===== src/rtl/core/enigma_pkg.sv =====
// ----------------------------------------------------------------------------
// Enigma package
// Shared types, wiring tables and modulo-26 helpers for the rotor cipher.
// ----------------------------------------------------------------------------
package enigma_pkg;

    localparam int unsigned NUM_SLOTS  = 3;
    localparam int unsigned NUM_WHEELS = 5;
    localparam int unsigned NUM_LETTERS = 26;

    typedef logic [4:0] letter_t;
    typedef logic [2:0] wheel_t;
    typedef logic [NUM_SLOTS-1:0][4:0] slot_letters_t;
    typedef wheel_t [NUM_SLOTS-1:0] slot_wheels_t;
    typedef logic [NUM_LETTERS-1:0][4:0] plug_map_t;

    // Configuration register indexes.
    typedef enum logic [2:0]
    {
        REG_ROTOR_SELECT    = 3'd0,
        REG_RING_SETTINGS   = 3'd1,
        REG_START_POSITIONS = 3'd2,
        REG_PLUG_LOW        = 3'd3,
        REG_PLUG_MID        = 3'd4,
        REG_PLUG_HIGH       = 3'd5
    } cfg_reg_t;

    // Slot 0 is the right rotor, slot 2 the left one.
    localparam int unsigned SLOT_RIGHT  = 0;
    localparam int unsigned SLOT_MIDDLE = 1;
    localparam int unsigned SLOT_LEFT   = 2;

    // Letter i of each string sits at byte NUM_LETTERS-1-i.
    localparam logic [NUM_LETTERS-1:0][7:0] REFLECTOR_CHARS = "YRUHQSLDPXNGOKMIEBFZCWVJAT";
    localparam logic [NUM_WHEELS-1:0][NUM_LETTERS-1:0][7:0] WHEEL_CHARS = {
        "VZBRGITYUPSDNHLXAWMJQOFECK",
        "ESOVPZJAYQUIRHXLNFTGKDCMWB",
        "BDFHJLCPRTXVZNYEIWGAKMUSQO",
        "AJDKSIRUXBLHWTMCQGZNPYFVOE",
        "EKMFLGDQVZNTOWYHXUSPAIBRCJ"
    };
    localparam logic [NUM_WHEELS-1:0][4:0] NOTCH_POS = {5'd25, 5'd9, 5'd21, 5'd4, 5'd16};
    localparam logic [7:0] CHAR_A = 8'd65;

    typedef struct packed {
        letter_t letter;
        logic    is_space;
    } plain_word_t;

    typedef struct packed {
        letter_t cipher_letter;
        logic    out_space;
    } cipher_word_t;

    // One classified letter on its way to the substitution pipeline.
    typedef struct packed {
        logic          is_space;
        letter_t       letter;
        slot_letters_t shift;
    } item_t;

    typedef struct packed {
        logic          load;
        slot_letters_t start;
        slot_letters_t ring;
        slot_wheels_t  wheel;
    } front_cfg_t;

    function automatic letter_t mod26(input logic [4:0] v);
        letter_t r;
        r = (v >= 5'd26) ? v - 5'd26 : v;
        return r;
    endfunction

    function automatic letter_t add26(input letter_t a, input letter_t b);
        logic [5:0] s;
        s = {1'b0, a} + {1'b0, b};
        if (s >= 6'd26)
        begin
            s = s - 6'd26;
        end
        return s[4:0];
    endfunction

    function automatic letter_t sub26(input letter_t a, input letter_t b);
        logic [5:0] d;
        d = {1'b0, a} + 6'd26 - {1'b0, b};
        if (d >= 6'd26)
        begin
            d = d - 6'd26;
        end
        return d[4:0];
    endfunction

    function automatic wheel_t wheel_reduce(input logic [2:0] code);
        wheel_t w;
        w = (code >= 3'd5) ? code - 3'd5 : code;
        return w;
    endfunction

    function automatic letter_t wheel_fwd(input wheel_t w, input letter_t i);
        logic [7:0] ch;
        ch = WHEEL_CHARS[w][5'd25 - i] - CHAR_A;
        return ch[4:0];
    endfunction

    // Inverse wiring: compare every contact against the wanted output.
    function automatic letter_t wheel_bwd(input wheel_t w, input letter_t t);
        letter_t k;
        k = '0;
        for (int unsigned i = 0; i < NUM_LETTERS; i++)
        begin
            if (wheel_fwd(w, letter_t'(i)) == t)
            begin
                k = letter_t'(i);
            end
        end
        return k;
    endfunction

    function automatic letter_t reflect(input letter_t c);
        logic [7:0] ch;
        ch = REFLECTOR_CHARS[5'd25 - c] - CHAR_A;
        return ch[4:0];
    endfunction

    function automatic letter_t notch_of(input wheel_t w);
        return NOTCH_POS[w];
    endfunction

endpackage


===== src/rtl/core/enigma_front.sv =====
// ----------------------------------------------------------------------------
// Enigma front end
// Accepts words, steps the rotor positions and queues each word together
// with the rotor offsets it must be enciphered under.
// ----------------------------------------------------------------------------
module enigma_front
(
    input  logic                     clk,
    input  logic                     rst_n,
    input  logic                     plain_valid,
    output logic                     plain_ready,
    input  enigma_pkg::plain_word_t  plain_word,
    input  enigma_pkg::front_cfg_t   cfg,
    input  logic                     q_full,
    output logic                     q_push,
    output enigma_pkg::item_t        q_item
);

    enigma_pkg::slot_letters_t pos_reg;
    enigma_pkg::slot_letters_t pos_next;
    enigma_pkg::slot_letters_t stepped;
    logic                      right_notch;
    logic                      middle_notch;
    logic                      accept;

    assign plain_ready = !q_full;
    assign accept      = plain_valid && plain_ready;
    assign q_push      = accept;

    always_comb
    begin
        right_notch  = pos_reg[enigma_pkg::SLOT_RIGHT] ==
                       enigma_pkg::notch_of(cfg.wheel[enigma_pkg::SLOT_RIGHT]);
        middle_notch = pos_reg[enigma_pkg::SLOT_MIDDLE] ==
                       enigma_pkg::notch_of(cfg.wheel[enigma_pkg::SLOT_MIDDLE]);

        // A middle rotor at its notch carries the left one and steps itself
        // again, which gives the double step.
        stepped = pos_reg;
        stepped[enigma_pkg::SLOT_RIGHT] = enigma_pkg::add26(pos_reg[enigma_pkg::SLOT_RIGHT], 5'd1);
        if (right_notch || middle_notch)
        begin
            stepped[enigma_pkg::SLOT_MIDDLE] =
                enigma_pkg::add26(pos_reg[enigma_pkg::SLOT_MIDDLE], 5'd1);
        end
        if (middle_notch)
        begin
            stepped[enigma_pkg::SLOT_LEFT] =
                enigma_pkg::add26(pos_reg[enigma_pkg::SLOT_LEFT], 5'd1);
        end

        pos_next = pos_reg;
        if (cfg.load)
        begin
            for (int unsigned k = 0; k < enigma_pkg::NUM_SLOTS; k++)
            begin
                pos_next[k] = enigma_pkg::mod26(cfg.start[k]);
            end
        end
        else if (accept && !plain_word.is_space)
        begin
            pos_next = stepped;
        end

        q_item.is_space = plain_word.is_space;
        q_item.letter   = plain_word.is_space ? 5'd0 : enigma_pkg::mod26(plain_word.letter);
        for (int unsigned k = 0; k < enigma_pkg::NUM_SLOTS; k++)
        begin
            q_item.shift[k] = enigma_pkg::sub26(stepped[k], enigma_pkg::mod26(cfg.ring[k]));
        end
    end

    always_ff @(posedge clk or negedge rst_n)
    begin
        if (!rst_n)
        begin
            pos_reg <= '0;
        end
        else
        begin
            pos_reg <= pos_next;
        end
    end

endmodule


===== src/rtl/core/enigma_queue.sv =====
// ----------------------------------------------------------------------------
// Enigma item queue
// Two-entry queue that decouples the stepping front end from the
// substitution pipeline.
// ----------------------------------------------------------------------------
module enigma_queue
(
    input  logic               clk,
    input  logic               rst_n,
    input  logic               push,
    input  enigma_pkg::item_t  push_item,
    output logic               full,
    input  logic               pop,
    output logic               head_valid,
    output enigma_pkg::item_t  head
);

    enigma_pkg::item_t entry_reg [2];
    logic              wr_ptr_reg;
    logic              wr_ptr_next;
    logic              rd_ptr_reg;
    logic              rd_ptr_next;
    logic [1:0]        count_reg;
    logic [1:0]        count_next;
    logic              do_push;
    logic              do_pop;

    assign full       = count_reg == 2'd2;
    assign head_valid = count_reg != 2'd0;
    assign head       = entry_reg[rd_ptr_reg];
    assign do_push    = push && !full;
    assign do_pop     = pop && head_valid;

    always_comb
    begin
        wr_ptr_next = do_push ? !wr_ptr_reg : wr_ptr_reg;
        rd_ptr_next = do_pop ? !rd_ptr_reg : rd_ptr_reg;
        count_next  = count_reg + {1'b0, do_push} - {1'b0, do_pop};
    end

    always_ff @(posedge clk or negedge rst_n)
    begin
        if (!rst_n)
        begin
            wr_ptr_reg <= 1'b0;
            rd_ptr_reg <= 1'b0;
            count_reg  <= 2'd0;
        end
        else
        begin
            wr_ptr_reg <= wr_ptr_next;
            rd_ptr_reg <= rd_ptr_next;
            count_reg  <= count_next;
        end
    end

    always_ff @(posedge clk)
    begin
        if (do_push)
        begin
            entry_reg[wr_ptr_reg] <= push_item;
        end
    end

endmodule


===== src/rtl/core/enigma_back.sv =====
// ----------------------------------------------------------------------------
// Enigma substitution pipeline
// Nine steps carry a letter through plugboard, rotors, reflector, rotors
// in reverse and plugboard again; the last register is the output register.
// ----------------------------------------------------------------------------
module enigma_back
(
    input  logic                       clk,
    input  logic                       rst_n,
    input  logic                       q_valid,
    input  enigma_pkg::item_t          q_head,
    output logic                       q_pop,
    input  enigma_pkg::slot_wheels_t   wheel,
    input  enigma_pkg::plug_map_t      plug_raw,
    output logic                       cipher_valid,
    input  logic                       cipher_ready,
    output enigma_pkg::cipher_word_t   cipher_word
);

    localparam int unsigned NUM_OPS = 9;

    enigma_pkg::item_t    stage_reg  [NUM_OPS+1];
    enigma_pkg::item_t    stage_next [NUM_OPS];
    logic [NUM_OPS:0]     valid_reg;
    logic                 advance;

    function automatic enigma_pkg::letter_t plug_map(input enigma_pkg::plug_map_t map,
                                                     input enigma_pkg::letter_t c);
        return enigma_pkg::add26(c, enigma_pkg::mod26(map[c]));
    endfunction

    function automatic enigma_pkg::letter_t rotor_fwd(input enigma_pkg::wheel_t w,
                                                      input enigma_pkg::letter_t s,
                                                      input enigma_pkg::letter_t c);
        return enigma_pkg::sub26(enigma_pkg::wheel_fwd(w, enigma_pkg::add26(c, s)), s);
    endfunction

    function automatic enigma_pkg::letter_t rotor_bwd(input enigma_pkg::wheel_t w,
                                                      input enigma_pkg::letter_t s,
                                                      input enigma_pkg::letter_t c);
        return enigma_pkg::sub26(enigma_pkg::wheel_bwd(w, enigma_pkg::add26(c, s)), s);
    endfunction

    // The whole pipeline moves together; it holds only while the output
    // register carries a word the receiver has not taken.
    assign advance = !valid_reg[NUM_OPS] || cipher_ready;
    assign q_pop   = advance && q_valid;

    always_comb
    begin
        for (int unsigned k = 0; k < NUM_OPS; k++)
        begin
            stage_next[k] = stage_reg[k];
        end
        stage_next[0].letter = plug_map(plug_raw, stage_reg[0].letter);
        stage_next[1].letter = rotor_fwd(wheel[enigma_pkg::SLOT_RIGHT],
                                         stage_reg[1].shift[enigma_pkg::SLOT_RIGHT],
                                         stage_reg[1].letter);
        stage_next[2].letter = rotor_fwd(wheel[enigma_pkg::SLOT_MIDDLE],
                                         stage_reg[2].shift[enigma_pkg::SLOT_MIDDLE],
                                         stage_reg[2].letter);
        stage_next[3].letter = rotor_fwd(wheel[enigma_pkg::SLOT_LEFT],
                                         stage_reg[3].shift[enigma_pkg::SLOT_LEFT],
                                         stage_reg[3].letter);
        stage_next[4].letter = enigma_pkg::reflect(stage_reg[4].letter);
        stage_next[5].letter = rotor_bwd(wheel[enigma_pkg::SLOT_LEFT],
                                         stage_reg[5].shift[enigma_pkg::SLOT_LEFT],
                                         stage_reg[5].letter);
        stage_next[6].letter = rotor_bwd(wheel[enigma_pkg::SLOT_MIDDLE],
                                         stage_reg[6].shift[enigma_pkg::SLOT_MIDDLE],
                                         stage_reg[6].letter);
        stage_next[7].letter = rotor_bwd(wheel[enigma_pkg::SLOT_RIGHT],
                                         stage_reg[7].shift[enigma_pkg::SLOT_RIGHT],
                                         stage_reg[7].letter);
        stage_next[8].letter = plug_map(plug_raw, stage_reg[8].letter);
    end

    always_ff @(posedge clk or negedge rst_n)
    begin
        if (!rst_n)
        begin
            valid_reg <= '0;
        end
        else if (advance)
        begin
            valid_reg <= {valid_reg[NUM_OPS-1:0], q_valid};
        end
    end

    always_ff @(posedge clk)
    begin
        if (advance)
        begin
            stage_reg[0] <= q_head;
            for (int unsigned k = 0; k < NUM_OPS; k++)
            begin
                stage_reg[k+1] <= stage_next[k];
            end
        end
    end

    assign cipher_valid              = valid_reg[NUM_OPS];
    assign cipher_word.out_space     = stage_reg[NUM_OPS].is_space;
    assign cipher_word.cipher_letter = stage_reg[NUM_OPS].is_space ? 5'd0
                                                                   : stage_reg[NUM_OPS].letter;

endmodule


===== src/rtl/core/three_rotor_enigma_cipher.sv =====
// ----------------------------------------------------------------------------
// Three-rotor Enigma cipher
// Configuration registers, rotor stepping front end, item queue and the
// substitution pipeline.
// ----------------------------------------------------------------------------
// Usage:
// Plain words (a letter or a space) enter on plain_valid/plain_ready and
// enciphered words leave on cipher_valid/cipher_ready, one word out for each
// word in, in order. A letter steps the rotors before it is enciphered; a
// space steps nothing and comes out as a space with letter zero.
// Throughput is one word per cycle while the receiver does not stall. An
// accepted word passes through the two-entry queue and then the pipeline
// stages, the last of which is the output register.
// When the receiver stalls, the pipeline holds, the queue fills and
// plain_ready falls once the queue holds two words.
// Reset clears the pipeline and queue, sets the rotor choice to I, II, III
// (left to right), rings, positions and plugboard to zero.
// Configuration is written with cfg_we, cfg_index and cfg_data while no
// words are in flight; writing the start positions reloads the rotors.
// ----------------------------------------------------------------------------
module three_rotor_enigma_cipher
(
    input  logic                      clk,
    input  logic                      rst_n,
    input  logic                      plain_valid,
    output logic                      plain_ready,
    input  enigma_pkg::plain_word_t   plain_word,
    output logic                      cipher_valid,
    input  logic                      cipher_ready,
    output enigma_pkg::cipher_word_t  cipher_word,
    input  logic                      cfg_we,
    input  logic [2:0]                cfg_index,
    input  logic [59:0]               cfg_data
);

    logic [8:0]                rotor_select_reg;
    logic [14:0]               ring_settings_reg;
    logic [14:0]               start_positions_reg;
    logic [59:0]               plug_low_reg;
    logic [59:0]               plug_mid_reg;
    logic [9:0]                plug_high_reg;
    enigma_pkg::slot_wheels_t  wheel_sel;
    enigma_pkg::front_cfg_t    front_cfg;
    enigma_pkg::plug_map_t     plug_raw;
    enigma_pkg::item_t         push_item;
    enigma_pkg::item_t         head_item;
    logic                      q_push;
    logic                      q_full;
    logic                      q_pop;
    logic                      q_valid;

    always_ff @(posedge clk or negedge rst_n)
    begin
        if (!rst_n)
        begin
            rotor_select_reg    <= 9'd10;
            ring_settings_reg   <= '0;
            start_positions_reg <= '0;
            plug_low_reg        <= '0;
            plug_mid_reg        <= '0;
            plug_high_reg       <= '0;
        end
        else if (cfg_we)
        begin
            case (enigma_pkg::cfg_reg_t'(cfg_index))
                enigma_pkg::REG_ROTOR_SELECT:    rotor_select_reg    <= cfg_data[8:0];
                enigma_pkg::REG_RING_SETTINGS:   ring_settings_reg   <= cfg_data[14:0];
                enigma_pkg::REG_START_POSITIONS: start_positions_reg <= cfg_data[14:0];
                enigma_pkg::REG_PLUG_LOW:        plug_low_reg        <= cfg_data;
                enigma_pkg::REG_PLUG_MID:        plug_mid_reg        <= cfg_data;
                enigma_pkg::REG_PLUG_HIGH:       plug_high_reg       <= cfg_data[9:0];
                default:                         ;
            endcase
        end
    end

    always_comb
    begin
        for (int unsigned k = 0; k < enigma_pkg::NUM_SLOTS; k++)
        begin
            wheel_sel[k] = enigma_pkg::wheel_reduce(rotor_select_reg[3*k +: 3]);
        end
        front_cfg.load  = cfg_we &&
                          (enigma_pkg::cfg_reg_t'(cfg_index) == enigma_pkg::REG_START_POSITIONS);
        front_cfg.start = cfg_data[14:0];
        front_cfg.ring  = ring_settings_reg;
        front_cfg.wheel = wheel_sel;
        plug_raw        = {plug_high_reg, plug_mid_reg, plug_low_reg};
    end

    enigma_front u_front
    (
        .clk         (clk),
        .rst_n       (rst_n),
        .plain_valid (plain_valid),
        .plain_ready (plain_ready),
        .plain_word  (plain_word),
        .cfg         (front_cfg),
        .q_full      (q_full),
        .q_push      (q_push),
        .q_item      (push_item)
    );

    enigma_queue u_queue
    (
        .clk        (clk),
        .rst_n      (rst_n),
        .push       (q_push),
        .push_item  (push_item),
        .full       (q_full),
        .pop        (q_pop),
        .head_valid (q_valid),
        .head       (head_item)
    );

    enigma_back u_back
    (
        .clk          (clk),
        .rst_n        (rst_n),
        .q_valid      (q_valid),
        .q_head       (head_item),
        .q_pop        (q_pop),
        .wheel        (wheel_sel),
        .plug_raw     (plug_raw),
        .cipher_valid (cipher_valid),
        .cipher_ready (cipher_ready),
        .cipher_word  (cipher_word)
    );

endmodule


===== config.mk =====
export PLATFORM = sky130hd
export DESIGN_NAME = three_rotor_enigma_cipher
export DESIGN_NICKNAME = d
export VERILOG_FILES = /design/src/rtl/core/enigma_pkg.sv /design/src/rtl/core/enigma_front.sv /design/src/rtl/core/enigma_queue.sv /design/src/rtl/core/enigma_back.sv /design/src/rtl/core/three_rotor_enigma_cipher.sv
export SDC_FILE = /design/constraint.sdc
export NUM_CORES = 1
export LEC_CHECK = 0
export BUFFER_PORTS_ARGS = -buffer_cell sky130_fd_sc_hd__buf_2
export CAP_MARGIN = 20
export CORE_ASPECT_RATIO = 0.5
export CORE_MARGIN = 1.5
export CORE_UTILIZATION = 45
export DETAILED_ROUTE_END_ITERATION = 12
export GPL_TIMING_DRIVEN = 0
export PLACE_DENSITY = 0.66
export SLEW_MARGIN = 20
export SYNTH_ARGS = -nofsm -noshare
export SYNTH_HDL_FRONTEND = slang
export SYNTH_HIERARCHICAL = 1
export SYNTH_SLANG_ARGS = --single-unit

===== constraint.sdc =====
create_clock -name clk -period 9.2 [get_ports clk]
set_input_delay 0.92 -clock clk [delete_from_list [all_inputs] [get_ports clk]]
set_output_delay 0.92 -clock clk [all_outputs]
set_load 0.05 [all_outputs]

==> summary.txt <==
RUN STATUS
--------------------------------------------------------------------------------------------------------
Run status ................................................................................    completed

FLOORPLAN
--------------------------------------------------------------------------------------------------------
Die span in y .............................................................................       205 µm
Chip Width ................................................................................       408 µm
Die footprint .............................................................................    83600 µm²
Top-level I/O count .......................................................................           82
Std-Cell Rows .............................................................................           73
Starting density of the core ..............................................................        45.9%
Core Area .................................................................................    80200 µm²

FINAL LAYOUT
--------------------------------------------------------------------------------------------------------
Number of fill cells ......................................................................         7473
Most frequent cells in the layout ......................................................... sky130_fd_sc_hd__xnor2_1 (296), sky130_fd_sc_hd__ha_1 (290), sky130_fd_sc_hd__nand2_1 (248)
Area added between synthesis and finish ...................................................        9.28%
ANT cells .................................................................................            0
Most common cell after layout, fill and taps aside ........................................ sky130_fd_sc_hd__xnor2_1
Share of cells above drive strength 1 .....................................................        14.6%
Non-filler instance count after layout ....................................................         5113
Largest register FFs ......................................................................          165
Final net count ...........................................................................         4375

CLOCK TREE
--------------------------------------------------------------------------------------------------------
Clock root buffer master .................................................................. sky130_fd_sc_hd__clkbuf_16
Number of buffers on the longest clock path ...............................................            3
Clock latency of the later-clocked register in the worst-skew pair ........................      0.59 ns
CTS H-tree depth ..........................................................................            2
Post-cts sizing count .....................................................................            0
Inserted Clock Buffers ....................................................................           40
CTS tree ..................................................................................          yes
Setup Fix Bufs, Post-CTS ..................................................................            0
Post-CTS clock slew at the launch and capture registers of the worst setup and hold paths .      0.07 ns
Clock sink total ..........................................................................          390
Number of buffers inserted by hold repair at cts ..........................................            0

STA
--------------------------------------------------------------------------------------------------------
Final slew viol count .....................................................................            0
Sum of negative setup slack ...............................................................         0 ns
RSZ-0062 raised after global routing ......................................................           no
Fmax achieved .............................................................................      114 MHz
Fraction of the cycle the final worst path needs ..........................................        95.2%
Rel. slew slack ...........................................................................        23.3%
Final setup skew ..........................................................................    0.0593 ns
Worst-margin pin slew .....................................................................      1.14 ns
Final critical path time including I/O delays and setup ...................................      8.76 ns
Setup violation total in the final timing report ..........................................            0
Final hold violation count ................................................................            0

DETAILED ROUTING
--------------------------------------------------------------------------------------------------------
Via-per-instance ratio ....................................................................         6.20
Total wire length .........................................................................       117 mm
First-pass iteration count of the detailed router .........................................            6
Routed via count ..........................................................................        31700
Post-detailed-route wirelength per cell ...................................................      22.9 µm
DRC Markers ...............................................................................            0
Antenna-violating nets left ...............................................................            0
Detailed router's first-iteration violation count .........................................         3376

GRT
--------------------------------------------------------------------------------------------------------
Maximum number of pins on one net before global-route repair ..............................           95
Via count of the first global-routing pass ................................................        30100
Grt total ovfl ............................................................................            0
First-pass GRT wire length ................................................................       178 mm
Number of antenna violations at the first check in global routing .........................            0
Overall global routing resource usage .....................................................        27.0%

CRITICAL PATH
--------------------------------------------------------------------------------------------------------
Worst flop-to-flop path startpoint ........................................................ rotor_select_reg[1]
Critical path endpoint category ...........................................................     register
Critical path start-end classification .................................................... register to register
Reg-to-reg slack, setup ...................................................................      0.44 ns
Element type at the critical path start ...................................................     register
Reg2reg end ............................................................................... u_back/stage_reg[8][18]
Critical path peak fanout .................................................................            9
Worst-case reg-to-reg path depth ..........................................................           27
Data required time at the worst endpoint ..................................................      9.50 ns
Data arrival time of the critical path ....................................................      9.05 ns

SYNTH
--------------------------------------------------------------------------------------------------------
Count of distinct cell types in the synthesized netlist ...................................          126
#FFs+latches synth ........................................................................          390
Number of flops mapped to enable cells by yosys ...........................................          207
Cell count after synthesis ................................................................         3860
Mapped cell area ..........................................................................    36800 µm²
Sequential element share of the synthesized area ..........................................        29.3%
Fraction of synthesis flops using an asynchronous set or reset pin ........................        46.9%
Ys Warns ..................................................................................            6
Mapped Nets ...............................................................................         4241
Synth Flop Type ........................................................................... sky130_fd_sc_hd__edfxtp_1
Mean instance size in the synthesized netlist .............................................     9.54 µm²

PLACED DESIGN
--------------------------------------------------------------------------------------------------------
Count of buffers from port buffering ......................................................           81
Post-detail-place hpwl ....................................................................      87.4 mm
Final GP Congestion .......................................................................        0.974
Placed insts ..............................................................................         5037

WORST HOLD PATH
--------------------------------------------------------------------------------------------------------
Hold crit path type ....................................................................... input pin to asynchronous set/reset pin

FLOW RUN
--------------------------------------------------------------------------------------------------------
Max Cap Viol ..............................................................................            0

## cell usage after synthesis (all sizes together), types with 15 or more instances
| cell | instances | area share, % |
|---|---|---|
| or4 | 22 | 0.46 |
| dfrtp | 181 | 12 |
| nor3 | 99 | 1.4 |
| nand3b | 18 | 0.37 |
| nor2 | 253 | 2.6 |
| or3 | 24 | 0.42 |
| a31oi | 45 | 0.78 |
| inv | 234 | 2.4 |
| mux2 | 207 | 7.0 |
| o21ai | 195 | 2.7 |
| a21boi | 16 | 0.33 |
| mux4 | 58 | 3.5 |
| a221oi | 22 | 0.57 |
| o311ai | 16 | 0.40 |
| or2 | 19 | 0.33 |
| fa | 17 | 0.92 |
| o21a | 16 | 0.33 |
| a22oi | 25 | 0.51 |
| nand2b | 44 | 0.75 |
| xnor3 | 28 | 1.7 |
| and3 | 27 | 0.46 |
| xnor2 | 302 | 7.3 |
| o21bai | 15 | 0.32 |
| xor2 | 61 | 1.6 |
| nand3 | 93 | 1.3 |
| a211oi | 47 | 1.0 |
| a21o | 52 | 1.1 |
| and2 | 22 | 0.38 |
| edfxtp | 207 | 17 |
| a2111oi | 21 | 0.54 |
| clkbuf | 135 | 1.4 |
| o221ai | 18 | 0.45 |
| o31ai | 34 | 0.76 |
| ha | 290 | 9.9 |
| nor4 | 27 | 0.53 |
| nand2 | 249 | 2.5 |
| o211ai | 43 | 0.88 |
| nor2b | 34 | 0.58 |
| nand4 | 37 | 0.63 |
| buf | 81 | 1.4 |
| o22ai | 21 | 0.37 |
| a21oi | 224 | 3.1 |
| mux2i | 59 | 1.6 |
| clkinv | 18 | 0.18 |
## worst max-delay path: stages, from the launching register on
cell and delay (ns):
sky130_fd_sc_hd__dfstp_2 0.55, sky130_fd_sc_hd__inv_1 0.07, sky130_fd_sc_hd__ha_1 0.27, sky130_fd_sc_hd__a22oi_1 0.45
sky130_fd_sc_hd__buf_4 0.26, sky130_fd_sc_hd__clkinv_1 0.30, sky130_fd_sc_hd__ha_1 0.40, sky130_fd_sc_hd__clkbuf_1 0.41
sky130_fd_sc_hd__or2_2 0.20, sky130_fd_sc_hd__clkbuf_1 0.48, sky130_fd_sc_hd__clkinvlp_4 0.46, sky130_fd_sc_hd__ha_1 0.38
sky130_fd_sc_hd__inv_1 0.14, sky130_fd_sc_hd__nor4_1 0.08, sky130_fd_sc_hd__o41a_1 0.44, sky130_fd_sc_hd__nor2_1 0.24
sky130_fd_sc_hd__o311ai_0 0.30, sky130_fd_sc_hd__or4_1 0.59, sky130_fd_sc_hd__a31oi_1 0.24, sky130_fd_sc_hd__ha_1 0.31
sky130_fd_sc_hd__ha_1 0.30, sky130_fd_sc_hd__a21o_1 0.17, sky130_fd_sc_hd__a21oi_1 0.16, sky130_fd_sc_hd__xor2_1 0.24
sky130_fd_sc_hd__inv_1 0.08, sky130_fd_sc_hd__a21oi_1 0.29, sky130_fd_sc_hd__nor2_1 0.09, sky130_fd_sc_hd__xnor2_1 0.57
## layout make-up
| class | count | area (µm²) | area share (%) |
|---|---|---|---|
| multi-input cells | 3002 | 24100 | 59.8 |
| flip-flops and latches | 390 | 10800 | 26.8 |
| well taps | 1087 | 1360 | 3.38 |
| clock buffers | 52 | 1130 | 2.80 |
| plain buffers | 216 | 1020 | 2.52 |
| inverters | 252 | 950 | 2.36 |
| repair buffers | 92 | 582 | 1.45 |
| clock inverters | 22 | 323 | 0.802 |
## per-stage QoR
stage	hold WS [ns]	instance area [µm²]	setup slack, ns	utilization, %
floorplan	0.400	36800	2.08	-
global placement	0.401	38600	0.203	48.1
detailed placement	0.405	38800	0.0989	48.3
CTS	0.357	40200	0.0983	50.2
global route	0.383	40200	0.0225	50.2
finish	0.337	40200	0.445	50.2
## worst max-delay path by stage
stage	start	end	slack, ns	cells after the start
floorplan	cipher_ready	u_queue/count_reg[1]	2.08	9
global route	rotor_select_reg[1]	u_back/stage_reg[8][18]	0.02	27
detailed placement	rotor_select_reg[1]	u_back/stage_reg[8][18]	0.1	25
CTS	rotor_select_reg[1]	u_back/stage_reg[8][18]	0.1	26
finish	rotor_select_reg[1]	u_back/stage_reg[8][18]	0.44	27
global placement	rotor_select_reg[1]	u_back/stage_reg[8][18]	0.20	27
## cell families (layout without fill, tap and decap cells)
group	count (synthesis)	after routing	synth area share (%)
AOI/OAI and AO/OA	965	965	17.9
xor gates and xnor gates	391	391	10.6
adders and majority gates	307	307	10.8
buffers and inverters	468	634	5.33
DFF	390	390	29.3
muxes	324	324	12.1
and+or+nand+nor	1015	1015	13.9
## metal layers
layer / track usage [%] / part of all wire (%) / vias to the layer above
met1: 37.6 / 44 / 15500
li1: - / - / 14600
met5: 0 / 0 / -
met4: 8.49 / 3.4 / 0
met3: 3.81 / 7.6 / 264
met2: 43.6 / 45 / 1386
Power is not shown: default switching activity piles up to over one toggle a cycle in this logic, so the estimate is an artifact.
